`config.mk`:
```
export PLATFORM = sky130hd
export DESIGN_NAME = rv64x_queue
export DESIGN_NICKNAME = d
export VERILOG_FILES = /design/src/rtl/rv64x_pkg.sv /design/src/rtl/rv64x_queue.sv
export SDC_FILE = /design/constraint.sdc
export NUM_CORES = 1
export LEC_CHECK = 0
export BUFFER_PORTS_ARGS = -buffer_cell sky130_fd_sc_hd__clkbuf_2
export CAP_MARGIN = 30
export CORE_AREA = 2 2 314 316
export CTS_BUF_LIST = sky130_fd_sc_hd__clkbuf_8 sky130_fd_sc_hd__clkbuf_16
export CTS_CLUSTER_DIAMETER = 50
export DETAILED_ROUTE_END_ITERATION = 7
export DIE_AREA = 0 0 316 318
export PLACE_DENSITY = 0.55
export SYNTH_ARGS = -nofsm -noshare
export SYNTH_HDL_FRONTEND = slang
export SYNTH_SLANG_ARGS = --single-unit
```
`constraint.sdc`:
```
create_clock -name clk -period 32.2 [get_ports clk]
set_input_delay 1.61 -clock clk [delete_from_list [all_inputs] [get_ports clk]]
set_output_delay 1.61 -clock clk [all_outputs]
set_load 0.005 [all_outputs]
```
`src/rtl/rv64x_pkg.sv`:
```
// Shared types, opcodes and helpers for the RV64IM execute unit.
`default_nettype none
package rv64x_pkg;

  localparam int XLEN        = 64;
  localparam int QUEUE_DEPTH = 2;

  localparam logic [6:0] OPC_LOAD   = 7'h03;
  localparam logic [6:0] OPC_FENCE  = 7'h0F;
  localparam logic [6:0] OPC_OPIMM  = 7'h13;
  localparam logic [6:0] OPC_AUIPC  = 7'h17;
  localparam logic [6:0] OPC_OPIMMW = 7'h1B;
  localparam logic [6:0] OPC_STORE  = 7'h23;
  localparam logic [6:0] OPC_OP     = 7'h33;
  localparam logic [6:0] OPC_LUI    = 7'h37;
  localparam logic [6:0] OPC_OPW    = 7'h3B;
  localparam logic [6:0] OPC_BRANCH = 7'h63;
  localparam logic [6:0] OPC_JALR   = 7'h67;
  localparam logic [6:0] OPC_JAL    = 7'h6F;
  localparam logic [6:0] OPC_SYSTEM = 7'h73;

  localparam logic [6:0] F7_BASE   = 7'h00;
  localparam logic [6:0] F7_MULDIV = 7'h01;
  localparam logic [6:0] F7_ALT    = 7'h20;
  localparam logic [5:0] SHI_SRA   = 6'h10;

  typedef enum logic [1:0] {
    KIND_DONE,
    KIND_MUL,
    KIND_DIV
  } kind_t;

  typedef enum logic [1:0] {
    BK_IDLE,
    BK_MUL,
    BK_DIV,
    BK_FIX
  } back_state_t;

  typedef struct packed {
    logic [31:0] instruction;
    logic [63:0] pc_value;
    logic [63:0] rs1_value;
    logic [63:0] rs2_value;
    logic [63:0] load_data;
  } in_word_t;

  typedef struct packed {
    logic        rd_write;
    logic [4:0]  rd_index;
    logic [63:0] rd_value;
    logic [63:0] next_pc;
    logic [63:0] mem_address;
    logic        is_load;
    logic        is_store;
    logic [63:0] store_data;
    logic [1:0]  access_size_log2;
    logic        illegal;
    logic        system_request;
  } out_word_t;

  typedef struct packed {
    out_word_t   res;
    kind_t       kind;
    logic [2:0]  f3;
    logic        word;
    logic [63:0] a;
    logic [63:0] b;
  } dec_t;

  function automatic logic [63:0] sx32(input logic [63:0] v);
    return {{32{v[31]}}, v[31:0]};
  endfunction

endpackage
`default_nettype wire

```
`src/rtl/rv64x_queue.sv`:
```
// Short queue of decoded words between the front and back parts.
`default_nettype none
module rv64x_queue #(
  parameter int DEPTH = rv64x_pkg::QUEUE_DEPTH
) (
  input  wire logic            clk,
  input  wire logic            rst_n,
  input  wire logic            push_valid,
  output logic                 push_ready,
  input  wire rv64x_pkg::dec_t push_data,
  output logic                 pop_valid,
  input  wire logic            pop_ready,
  output rv64x_pkg::dec_t      pop_data
);

  localparam int PW = (DEPTH > 1) ? $clog2(DEPTH) : 1;
  localparam int CW = $clog2(DEPTH + 1);
  localparam logic [PW-1:0] LAST = PW'(DEPTH - 1);
  localparam logic [CW-1:0] FULL = CW'(DEPTH);

  rv64x_pkg::dec_t  mem_r [DEPTH];
  logic [PW-1:0]    wp_r, wp_nxt, rp_r, rp_nxt;
  logic [CW-1:0]    cnt_r, cnt_nxt;
  logic             do_push, do_pop;

  assign push_ready = (cnt_r != FULL);
  assign pop_valid  = (cnt_r != '0);
  assign pop_data   = mem_r[rp_r];
  assign do_push    = push_valid && push_ready;
  assign do_pop     = pop_valid && pop_ready;

  always_comb begin
    wp_nxt  = do_push ? ((wp_r == LAST) ? '0 : wp_r + 1'b1) : wp_r;
    rp_nxt  = do_pop ? ((rp_r == LAST) ? '0 : rp_r + 1'b1) : rp_r;
    cnt_nxt = cnt_r + CW'(do_push) - CW'(do_pop);
  end

  always_ff @(posedge clk) begin
    if (!rst_n) begin
      wp_r  <= '0;
      rp_r  <= '0;
      cnt_r <= '0;
    end else begin
      wp_r  <= wp_nxt;
      rp_r  <= rp_nxt;
      cnt_r <= cnt_nxt;
    end
  end

  always_ff @(posedge clk) begin
    if (do_push) begin
      mem_r[wp_r] <= push_data;
    end
  end

endmodule
`default_nettype wire

```
==> run_results.csv <==
group,metric,value,unit
cts,number_of_instances_resized_during_post_cts_repair,0,
critical_path,cp-end-kind,"output pin",
grt,grt_pass1_vias,16439,
grt,grt_start_max_net_pins,147,
drt,routed_wirelength,72.5,mm
drt,antenna_violating_nets_post_route,0,
grt,grtUsageTotal,14.0,%
synthesis,synthTopCellsByCount,"edfxtp_1, mux2_4, buf_12",
synthesis,mappedNetlistArea,0.0312,sq mm
sta,fmaxAchievable,197,MHz
critical_path,critPathLaunchType,"flop",
drt,via_count,15265,
power_and_ir_drop,vdd.ir_drop.worst,0.0000719,V
die,die_width,316,microns
die,std_cell_rows,115,
synthesis,post-synth-top-count-cell,"edfxtp_1",
sta,setup_failing_eps_final,0,
power_and_ir_drop,post-layout-total-power,3020,uW
synthesis,avgSynthCellArea,24.4,sq um
cts,cts_post_setup_buffers_inserted,0,
drt,dr.pass1.iters,4,
cts,clk_pin_slew,0.05,ns
synthesis,yosysWarningCount,0,
grt,grt-ovfl-total,0,
drt,post_drt_via_cell_ratio,4.31,
grt,grt_antenna_before_repair,18,
synthesis,synth-edff-count,804,
drt,first_iter_violations,849,
sta,fin_setup_tns,0,ns
critical_path,timing.critical_path.fanout_max,111,
sta,worst_pin_slew,1.13,ns
die,die_height,318,microns
grt,wire_length_of_the_first_global_routing_pass,104,mm
cts,insertion_delay,0.66,ns
cts,post_cts_hold_buffer_count,0,
die,starting_utilization_of_the_core_area,32.0,%
synthesis,netlist.area_leader.share,77.4,%
sta,layout_worst_path_cycle_share,15.7,%
critical_path,crit_type,"reg -> out",
die,core_area,0.0974,sq mm
synthesis,unique_cell_type_count_in_the_yosys_netlist,26,
cts,cts_tree,"built",
synthesis,synth_top_area_cell,"edfxtp_1",
power_and_ir_drop,standby_leakage_power,0.0155,uW
cts,numClockSinks,809,
drt,detail_route.drc_violations,0,
sta,finalHoldViolations,0,
sta,drv_slew,0,
power_and_ir_drop,power_density,76.2,mW/mm^2
cts,ctsRootBufferMaster,"clkbuf_16",
synthesis,postSynth.asyncResetShare,0,%
layout,layout-drive-gt1-share,61.8,%
synthesis,synthesis.instances,1280,
placement,place_congestion,0.782,
die,boundaryPins,810,
placement,buffer_ports.inserted,809,
placement,dp.final_hpwl,50.9,mm
layout,fin_area,0.0396,sq mm
run,max-cap-violations,0,
run_status,run_status,"completed",
synthesis,synth-seq-area-share,77.8,%
drt,route.detailed.wl_per_inst,20.5,microns
critical_path,required,30.59,ns
synthesis,synth_seq_cells,809,
cts,max-clock-path-buffers,3,
die,die_area,0.100,sq mm
layout,syn2layout_area_growth,27.1,%
cts,cts_htree_levels,3,
layout,ff_latch_area,0.0242,sq mm
critical_path,cp.arrival,3.46,ns
sta,clock_tree_skew_after_final_layout,0.0225,ns
sta,finalWorstPathRequiredPeriod,5.07,ns
synthesis,synth.area.top_cells,"edfxtp_1, mux2_4, buf_12",
placement,placedInstanceArea,0.0363,sq mm
layout,finalNetCount,2569,
hold_path,worst_hold_path_type,"reg -> reg",
layout,num-fill-cells,8789,
cts,tritoncts.num_buffers,97,
synthesis,synth_flop_cell,"edfxtp_1",
placement,placed_cells_incl_taps,3348,
synthesis,mappedNetlistNets,1687,
sta,relSlewSlack,25.0,%
layout,area_of_combinational_cells_with_multiple_inputs,0.00612,sq mm
sta,holdWs,0.585,ns
sta,grt_setup_unrepaired,"no",
layout,finalNonFillerCells,3543,
## report_power, final
group          switching, uW  internal, uW
Sequential              27.6          1280
Clock                    434           652
Combinational            293           331
## worst max-delay path: stages (launching register included)
cell and delay [ns]:
dfxtp_4 0.61, buf_12 0.55, buf_4 0.49, buf_16 0.34, mux2_4 0.36, clkbuf_2 0.12
## routing by layer
metal	track usage (%)	wire length [microns]	share of wire [%]
met1	14.1	24900	34
met2	25.2	38800	54
met3	5.28	6220	8.6
met4	6.72	2470	3.4
met5	0	101	0.14
## registers in the layout (all words and copies together), names as in the netlist, named ones only
register	count
rp_r	1
wp_r	1
cnt_r	2
mem_r	804
## per-stage QoR
stage | util, % | worst slack, ns
after global placement | 37.1 | 26.48
after detailed placement | 37.3 | 26.53
after CTS | 40.6 | 26.87
final | 40.7 | 27.13
after global routing | 40.7 | 26.93
after floorplan | - | 20.60
## cells in the final DEF, fill, tap and decap left out, types with 3 or more instances in the layout
| master | netlist | routed |
|---|---|---|
| buf_4 | 0 | 9 |
| clkinv_2 | 0 | 17 |
| clkinv_1 | 0 | 17 |
| diode_2 | 0 | 13 |
| inv_8 | 0 | 7 |
| clkinvlp_4 | 0 | 10 |
| edfxtp_1 | 804 | 804 |
| inv_6 | 0 | 5 |
| and2_1 | 3 | 3 |
| clkbuf_16 | 0 | 99 |
| buf_12 | 33 | 3 |
| buf_16 | 0 | 7 |
| bufinv_16 | 0 | 11 |
| clkbuf_2 | 0 | 809 |
| mux2_2 | 22 | 22 |
| mux2_4 | 380 | 380 |
| dfxtp_1 | 5 | 4 |
| inv_1 | 1 | 12 |
## cells by family after synthesis
group	count (synthesis)	share of synthesized area, %
DFF	809	77.8
muxes	403	19.1
buffers and inverters	46	2.63
and+or+nand+nor	13	0.237
AOI/OAI and AO/OA	7	0.173
xor gates and xnor gates	1	0.0281
adders and majority gates	1	0.0401
## layout make-up
cell class / instances / area share, %
inverter: 1 / 0.0284
clock inverter: 81 / 1.93
tap: 1287 / 4.06
multi-input combinational: 425 / 15.4
clock buffer: 99 / 6.25
timing repair buffer: 828 / 11.0
sequential: 809 / 61.2
antenna: 13 / 0.0821
## worst paths after layout
check                              start            to  slack (ns)  cells past startpoint
worst max-delay path                flop  pop_data[28]       27.13                      5
worst min-delay path                rp_r          flop        0.58                      2
worst max register to register  cnt_r[0]  mem_r[1][23]       27.74                      6
worst min register to register      rp_r          flop        0.58                      2
(Power assumes the default switching activity.)
